File: src/rtl/wgm_pkg.sv
// Shared types and constants for the wildcard glob matcher.
// Used by the matcher cell and the top level; depends on nothing else.
`default_nettype none

package wgm_pkg;

	localparam int PATTERN_MAX_DEF = 32;

	localparam logic [7:0] CH_STAR     = 8'd42;
	localparam logic [7:0] CH_QUESTION = 8'd63;

	typedef enum logic [1:0] {
		FUNC_CLEAR   = 2'd0,
		FUNC_APPEND  = 2'd1,
		FUNC_SUBJECT = 2'd2,
		FUNC_END     = 2'd3
	} func_t;

	// Command broadcast from the top level to every cell in the row.
	typedef struct packed {
		logic       accept;
		func_t      func;
		logic [7:0] ch;
	} cmd_t;

endpackage

`default_nettype wire

File: src/rtl/wgm_cell.sv
// One position of the glob matcher row: a pattern byte, its valid bit and its live bit.
// Depends on wgm_pkg; instantiated once per pattern position by the top level.
`default_nettype none

module wgm_cell
	import wgm_pkg::*;
(
	input  wire logic clk,
	input  wire logic arst_n,
	input  wire cmd_t cmd,
	input  wire logic first,      // Tied high for position zero only.
	input  wire logic prev_valid, // Left neighbor holds a pattern byte.
	input  wire logic carry_in,   // Star closure arriving from the left.
	input  wire logic adv_in,     // Left neighbor matched the current byte.
	output logic      valid,
	output logic      carry_out,
	output logic      adv_out,
	output logic      end_hit
);

	logic       live_q;
	logic       valid_q;
	logic [7:0] pat_q;
	logic       closed;
	logic       is_star;
	logic       byte_ok;
	logic       load;

	assign is_star = (pat_q == CH_STAR);
	assign byte_ok = (pat_q == cmd.ch) || (pat_q == CH_QUESTION);

	// A live position that holds a star makes the next position live in the same cycle.
	assign closed    = live_q | carry_in;
	assign carry_out = closed & valid_q & is_star;
	assign adv_out   = closed & valid_q & ~is_star & byte_ok;

	// The first empty position is the end of the pattern.
	assign end_hit = closed & ~valid_q & prev_valid;
	assign valid   = valid_q;

	assign load = cmd.accept && (cmd.func == FUNC_APPEND) && prev_valid && !valid_q;

	always_ff @(posedge clk or negedge arst_n) begin
		if (!arst_n) begin
			live_q  <= first;
			valid_q <= 1'b0;
		end else if (cmd.accept) begin
			case (cmd.func) inside
				FUNC_SUBJECT: begin
					live_q <= (closed & valid_q & is_star) | adv_in;
				end
				FUNC_CLEAR, FUNC_APPEND, FUNC_END: begin
					live_q <= first;
				end
				default: begin
					live_q <= live_q;
				end
			endcase
			if (cmd.func == FUNC_CLEAR) begin
				valid_q <= 1'b0;
			end else if (load) begin
				valid_q <= 1'b1;
			end
		end
	end

	always_ff @(posedge clk) begin
		if (load) begin
			pat_q <= cmd.ch;
		end
	end

endmodule

`default_nettype wire

File: src/rtl/wildcard_glob_matcher_unit.sv
// Top level of the wildcard glob matcher: a row of wgm_cell and a one-item output register.
// Depends on wgm_pkg and wgm_cell.
//
// The matcher takes one item per clock cycle of any kind: clear the pattern, append a pattern
// byte, feed a subject byte, or end the subject. Only an end item yields a result, which
// appears on the output register in the cycle after it is accepted; the input keeps
// flowing while that result waits, stalling only when a result is held and not taken.
// Each pattern position is one cell that holds its byte and its live bit; a subject byte
// updates all cells at once, and runs of stars are resolved by a closure signal rippling
// along the row, so that ripple over PATTERN_MAX cells sets the clock period. Appending past
// PATTERN_MAX bytes drops the byte and sets overflow until the next clear; a result then
// never reports a match. There is no clearing pass after reset.
`default_nettype none

module wildcard_glob_matcher_unit
	import wgm_pkg::*;
#(
	parameter int PATTERN_MAX = PATTERN_MAX_DEF
) (
	input  wire logic       clk,
	input  wire logic       arst_n,
	input  wire logic       s_tvalid,
	output logic            s_tready,
	input  wire logic [7:0] s_tdata,  // [7:0] ch
	input  wire logic [1:0] s_tuser,  // [1:0] func
	output logic            m_tvalid,
	input  wire logic       m_tready,
	output logic [7:0]      m_tdata   // [0] matched, [1] overflow, [7:2] zero
);

	cmd_t                   cmd;
	logic                   accept;
	logic [PATTERN_MAX-1:0] valid;
	logic [PATTERN_MAX-1:0] prev_valid;
	logic [PATTERN_MAX:0]   carry;
	logic [PATTERN_MAX:0]   adv;
	logic [PATTERN_MAX-1:0] end_hit;
	logic                   live_last_q;
	logic                   closed_last;
	logic                   hit;
	logic                   overflow_q;
	logic                   m_valid_q;
	logic                   matched_q;
	logic                   ovf_out_q;

	assign s_tready = ~m_valid_q | m_tready;
	assign accept   = s_tvalid & s_tready;

	assign cmd.accept = accept;
	assign cmd.func   = func_t'(s_tuser);
	assign cmd.ch     = s_tdata;

	assign carry[0]   = 1'b0;
	assign adv[0]     = 1'b0;
	assign prev_valid = {valid[PATTERN_MAX-2:0], 1'b1};

	for (genvar i = 0; i < PATTERN_MAX; i++) begin : g_cell
		wgm_cell u_cell (
			.clk       (clk),
			.arst_n    (arst_n),
			.cmd       (cmd),
			.first     ((i == 0) ? 1'b1 : 1'b0),
			.prev_valid(prev_valid[i]),
			.carry_in  (carry[i]),
			.adv_in    (adv[i]),
			.valid     (valid[i]),
			.carry_out (carry[i+1]),
			.adv_out   (adv[i+1]),
			.end_hit   (end_hit[i])
		);
	end

	// The position past a full pattern has no byte of its own, only a live bit.
	assign closed_last = live_last_q | carry[PATTERN_MAX];
	assign hit         = (|end_hit) | (valid[PATTERN_MAX-1] & closed_last);

	always_ff @(posedge clk or negedge arst_n) begin
		if (!arst_n) begin
			live_last_q <= 1'b0;
			overflow_q  <= 1'b0;
			m_valid_q   <= 1'b0;
		end else begin
			if (accept) begin
				unique case (cmd.func)
					FUNC_CLEAR: begin
						live_last_q <= 1'b0;
						overflow_q  <= 1'b0;
					end
					FUNC_APPEND: begin
						live_last_q <= 1'b0;
						if (valid[PATTERN_MAX-1]) begin
							overflow_q <= 1'b1;
						end
					end
					FUNC_SUBJECT: begin
						live_last_q <= adv[PATTERN_MAX];
					end
					FUNC_END: begin
						live_last_q <= 1'b0;
					end
					default: begin
						live_last_q <= live_last_q;
					end
				endcase
			end
			if (s_tready) begin
				m_valid_q <= accept && (cmd.func == FUNC_END);
			end
		end
	end

	always_ff @(posedge clk) begin
		if (s_tready) begin
			matched_q <= hit & ~overflow_q;
			ovf_out_q <= overflow_q;
		end
	end

	assign m_tvalid = m_valid_q;
	assign m_tdata  = {6'b000000, ovf_out_q, matched_q};

endmodule

`default_nettype wire

File: config.mk
export PLATFORM = sky130hd
export DESIGN_NAME = wildcard_glob_matcher_unit
export DESIGN_NICKNAME = d
export VERILOG_FILES = /design/src/rtl/wgm_pkg.sv /design/src/rtl/wgm_cell.sv /design/src/rtl/wildcard_glob_matcher_unit.sv
export SDC_FILE = /design/constraint.sdc
export NUM_CORES = 1
export LEC_CHECK = 0
export BUFFER_PORTS_ARGS = -buffer_cell sky130_fd_sc_hd__clkbuf_2
export CAP_MARGIN = 20
export CORE_ASPECT_RATIO = 1.4
export CORE_MARGIN = 2
export CORE_UTILIZATION = 50
export DETAILED_ROUTE_END_ITERATION = 8
export PLACE_DENSITY = 0.68
export SYNTH_ARGS = -nofsm -noshare
export SYNTH_HDL_FRONTEND = slang
export SYNTH_SLANG_ARGS = --single-unit
File: constraint.sdc
create_clock -name clk -period 3.9 [get_ports clk]
set_clock_uncertainty 0.15 [all_clocks]
set_input_delay 0.195 -clock clk [delete_from_list [all_inputs] [get_ports clk]]
set_output_delay 0.195 -clock clk [all_outputs]
set_load 0.02 [all_outputs]
==> Word level (Yosys, flattened, before mapping) <==
Cells that the tools add are included.
{ "word_totals": {"ff_bits": 325, "inputBits": 14, "output_inout_bits": 10, "word_cells": 827} }
{ "classes": {"eq_ne": 100, "mux": 101, "bitwise_logic": 325, "n_reduce_logical": 200} }
{ "ops": {"columns": ["op", "n"], "rows": [
  ["8-bit by 6-bit equality test with 1-bit output, second input constant", 64],
  ["8-bit equality test", 32],
  ["1-bit AND", 194],
  ["1-bit 2-to-1 mux", 99],
  ["2-bit nonzero test", 34],
  ["1-bit NOT", 66],
  ["2-bit AND reduction", 33],
  ["1-bit logical AND", 65],
  ["1-bit bitwise OR", 65],
  ["1-bit zero test", 32],
  ["1-bit logical OR", 32],
  ["32-bit OR reduction", 1],
  ["2-bit equality test, second input constant", 2],
  ["1-bit one-hot mux with 2 select lines", 2],
  ["3-bit AND reduction", 1],
  ["3-bit OR reduction", 1],
  ["2-bit by 1-bit equality test with 1-bit output, second input constant", 1],
  ["2-bit zero test", 1],
  ["2-bit by 1-bit != test with 1-bit output, second input constant", 1]
]} }

==> Longest topological paths before layout <==
{ "logic_depth": {"ltp_word": 99, "depth_mapped": 12, "depth_no_buf": 10} }

==> Worst setup path before layout <==
OpenSTA, ideal clock, no wires.
{ "synth_path": {"path_type": "flip-flop to flip-flop", "start": "register g_cell[7].u_cell.pat_q[2]", "end": "register matched_q, data pin", "setup_time_ns": 0.129, "t_arrival_ns": 3.198, "required_time_ns": 3.621, "slack_ns": 0.423, "path_stages_with_launch": 11, "n_path_buf": 0, "synth_period_minus_slack_ns": 3.477, "cell_sequence": "edfxtp_1 > or4_4 > or3_4 > or4_4 > nor4_4 > a21oi_2 > o311a_4 > a211oi_1 > nor4_1 > a21oi_1 > a211o_1"} }
{ "synth_between": {"elab_chain_len": 78, "word_cells_on_any_way": 127, "classes_between": "eq/ne: 1; bitwise: 125; reduce/logical: 1"} }
{ "synth_lines": {"columns": ["item", "line", "rtl"], "rows": [
  ["start: declaration", "wgm_cell.sv:23", "logic [7:0] pat_q;"],
  ["start signal: assignment", "wgm_cell.sv:69", "pat_q <= cmd.ch;"],
  ["8-bit by 6-bit equality test with 1-bit output (*)", "wgm_cell.sv:29", "assign is_star = (pat_q == CH_STAR);"],
  ["1-bit AND (*)", "wgm_cell.sv:34", "assign carry_out = closed & valid_q & is_star;"],
  ["1-bit bitwise OR (*)", "wgm_cell.sv:33", "assign closed = live_q | carry_in;"],
  ["branches (longest 73 deep; another with 1-bit AND)", null, null],
  ["1-bit bitwise OR (*)", "wildcard_glob_matcher_unit.sv:75", "assign hit = (|end_hit) | (valid[PATTERN_MAX-1] & closed_last);"],
  ["1-bit AND (*)", "wildcard_glob_matcher_unit.sv:114", "matched_q <= hit & ~overflow_q;"],
  ["end signal: assignment", "wildcard_glob_matcher_unit.sv:114", null],
  ["end: declaration", "wildcard_glob_matcher_unit.sv:43", "logic matched_q;"]
]} }
Mark *: on every way between the ends.
A chain may end at the register's enable or synchronous reset.

==> Final worst setup path <==
Ends and elaborated chain as after synthesis.

==> flow_metrics.tcl <==
set metrics [dict create \
    drv.max_cap_violation_count 0 \
    grt_pass1_wl_um 66800 \
    commonest_non_fill_non_tap_cell_in_the_layout "sky130_fd_sc_hd__edfxtp_1" \
    cts-buffers-inserted 31 \
    globalRouteOverflowTotal 0 \
    insertion_delay_of_the_later_clocked_pin_in_the_worst_skew_pair_ns 0.57 \
    cp_common_cell "sky130_fd_sc_hd__or4_4" \
    htree_num_levels 1 \
    globalplace.congestion 0.916 \
    groute.usage.overall 0.237 \
    synth_sequential_area_ratio 0.555 \
    hold_slack_ns 0.00317 \
    worst_vdd_rail_ir_drop_uv 249 \
    die_area_sq_um 35500 \
    arrival_ns 4.06 \
    grt_max_degree 68 \
    routed_via_density 6.09 \
    synthesis.yosys.warnings 0 \
    synth.distinct_cells 84 \
    synth-async-reset-ratio 0.206 \
    cp_slowest_stage_delay_ns 0.59 \
    n_antenna_cell 0 \
    path_cells "or4_4, or3_4, or4_4, nor4_4, a21oi_2, o311a_4, o22ai_1, and4b_1, a21oi_1, a211o_1" \
    cp.depth 10 \
    cellPowerDensity_nw_per_um2 408 \
    tritoncts "done" \
    clock_tree.root_cell "sky130_fd_sc_hd__clkbuf_16" \
    worst_setup_path_end_kind "flop" \
    post_synth_inst_count 1517 \
    synthToLayoutAreaGrowth_pct 11.8 \
    final_core_util 0.570 \
    nets 1590 \
    max_freq_ghz 0.265 \
    via_count_of_the_first_global_routing_pass 12472 \
    synth_enable_flop_cells 258 \
    worst_hold_path_type "input port to flop" \
    synth_top_area_frac 0.456 \
    floorplan.core_area_sq_um 33300 \
    critPathTopFamily "simple AND/OR/NAND/NOR gates" \
    post_synth_instance_area_sq_um 17000 \
    numClockSinks 325 \
    max-clock-path-buffers 3 \
    antenna_found_initial 0 \
    initial_utilization 0.510 \
    synth.avg_cell_area_sq_um 11.2 \
    portBuffers 17 \
    total_of_flip_flops_plus_latches_after_synthesis 325 \
    p_leak_uw 0.00645 \
    final-max-slew-violation-count 0 \
    run_status "complete, no violations" \
    tns_ns 0 \
    route.detailed.drc 0 \
    timing_worst_slew_pin_value_ns 1.03 \
    worst_path_max_delay_cell "sky130_fd_sc_hd__or4_4" \
    vias 12454 \
    layout_common_cells "sky130_fd_sc_hd__edfxtp_1, sky130_fd_sc_hd__xnor2_1, sky130_fd_sc_hd__nor2_1" \
    drt_pre_antenna_iters 6 \
    ioPinCount 24 \
    rsz0062_at_grt "false" \
    fillCellCount 2765 \
    finalWorstPathRequiredPeriod_ns 3.77 \
    std_cell_rows 79 \
    hpwl_um 29600 \
    layout-drive-gt1-share 0.100 \
    avgRoutedWirePerCell_um 20.8 \
    critical_path_start_type "flop" \
    post-route-period-util 0.967 \
    drt-total-wl_um 42500 \
    worst-setup-path-type "flop to flop" \
    yosys-top-cells-area "sky130_fd_sc_hd__edfxtp_1, sky130_fd_sc_hd__dfrtp_1, sky130_fd_sc_hd__xnor2_1" \
    r2r_cells 10 \
    setup-violations-final 0 \
    final_ant_viol_nets 0 \
    worstPathRequired_ns 4.19 \
    timing.slew.headroom 0.308 \
    y_dimension_of_the_die_um 222 \
    path_clk_slew_ns 0.06 \
    instance_count_along_the_most_critical_hold_path 1 \
    hold_violations 0 \
    path_max_fanout 8 \
    drtIter0Drc 913 \
    die_width_um 160 \
    postSynth.topFlopCell "sky130_fd_sc_hd__edfxtp_1" \
    critical_path_buf_inv_count 0 \
    synth.largest_area_cell "sky130_fd_sc_hd__edfxtp_1" \
    fin_total_pwr_uw 7750 \
]
==> cells in the mapped netlist (9+ instances only) <==
| cell type | instances |
|---|---|
| sky130_fd_sc_hd__a21oi_1 | 73 |
| sky130_fd_sc_hd__a31oi_1 | 10 |
| sky130_fd_sc_hd__a41o_1 | 9 |
| sky130_fd_sc_hd__and3_1 | 20 |
| sky130_fd_sc_hd__buf_1 | 17 |
| sky130_fd_sc_hd__clkbuf_1 | 41 |
| sky130_fd_sc_hd__dfrtp_1 | 66 |
| sky130_fd_sc_hd__edfxtp_1 | 258 |
| sky130_fd_sc_hd__inv_1 | 25 |
| sky130_fd_sc_hd__nand2_1 | 112 |
| sky130_fd_sc_hd__nand2b_1 | 25 |
| sky130_fd_sc_hd__nand3_1 | 25 |
| sky130_fd_sc_hd__nand3b_1 | 19 |
| sky130_fd_sc_hd__nand4_1 | 55 |
| sky130_fd_sc_hd__nor2_1 | 134 |
| sky130_fd_sc_hd__nor2b_1 | 15 |
| sky130_fd_sc_hd__nor3_1 | 32 |
| sky130_fd_sc_hd__nor4_1 | 51 |
| sky130_fd_sc_hd__o21ai_0 | 54 |
| sky130_fd_sc_hd__o22ai_1 | 10 |
| sky130_fd_sc_hd__o31ai_1 | 9 |
| sky130_fd_sc_hd__or3_1 | 13 |
| sky130_fd_sc_hd__or4b_2 | 10 |
| sky130_fd_sc_hd__xnor2_1 | 136 |
| sky130_fd_sc_hd__xor2_1 | 120 |
==> per-stage QoR <==
stage               instance area, sq um  std cells  worst slack [ns]
floorplan                          17000       1522             0.423
global placement                   17900       1978             0.237
detailed placement                 17900       1978             0.189
CTS                                19000       2044             0.160
global route                       19000       2045            0.0135
finish                             19000       2045             0.128
==> timing repair <==
| item | 4_1_cts | 5_1_grt |
|---|---|---|
| gates resized for setup | 0 | 1 |
| endpoints found under the hold margin | 111 | 0 |
| setup endpoints to repair | 0 | 1 |
| setup buffers | 0 | 0 |
| hold buffers | 9 | 0 |
==> cell families (layout without fill, tap and decap cells) <==
family,count (synthesis),in the layout,synth area share
AND/OR/NAND/NOR,573,573,0.183
flip-flops,325,325,0.555
AO/OA/AOI/OAI,270,270,0.107
XOR/XNOR,256,256,0.132
buffers and inverters,91,169,0.0219
other,1,6,0.000221
multiplexers,1,1,0.000590
==> cell type report <==
type | count | area (sq um) | area share
clock inverters | 9 | 45.0 | 0.00237
multi-input cells | 1106 | 7220 | 0.380
well taps | 445 | 557 | 0.0293
inverters | 25 | 93.8 | 0.00494
flip-flops and latches | 325 | 9430 | 0.496
clock buffers | 48 | 938 | 0.0494
repair buffers | 87 | 706 | 0.0372
==> metal layers <==
layer	GRT usage	part of all wire
met1	0.291	0.41
met2	0.428	0.52
met3	0.0266	0.048
met4	0.0886	0.031
met5	0	0
==> registers in the layout, summed over array words and instances (netlist names) <==
| register | cells |
|---|---|
| matched_q | 1 |
| g_cell.u_cell.pat_q | 256 |
| live_last_q | 1 |
| g_cell.u_cell.valid | 32 |
| g_cell.u_cell.live_q | 32 |
| m_tvalid | 1 |
| ovf_out_q | 1 |
| overflow_q | 1 |
==> power breakdown <==
part	internal (uW)	switching [uW]
Combinational	293	468
Clock	1650	1260
Sequential	3900	179
Total	5840	1910
==> path summary, 6_finish.rpt <==
check | from | endpoint | slack, ns
setup / recovery | g_cell[7].u_cell.pat_q[2]$_DFFE_PP_ | matched_q$_DFFE_PN_ | 0.13
hold / removal | s_tdata[3] | g_cell[22].u_cell.pat_q[3]$_DFFE_PP_ | 0.003
setup reg to reg | g_cell[7].u_cell.pat_q[2]$_DFFE_PP_ | matched_q$_DFFE_PN_ | 0.13
hold reg to reg | g_cell[11].u_cell.live_q$_DFFE_PN0P_ | g_cell[11].u_cell.live_q$_DFFE_PN0P_ | 0.34
max in group asynchronous | arst_n | g_cell[1].u_cell.live_q$_DFFE_PN0P_ | 2.79
min in group asynchronous | arst_n | g_cell[13].u_cell.valid$_DFFE_PN0P_ | 0.19
Power figures use the tool's default switching activity.
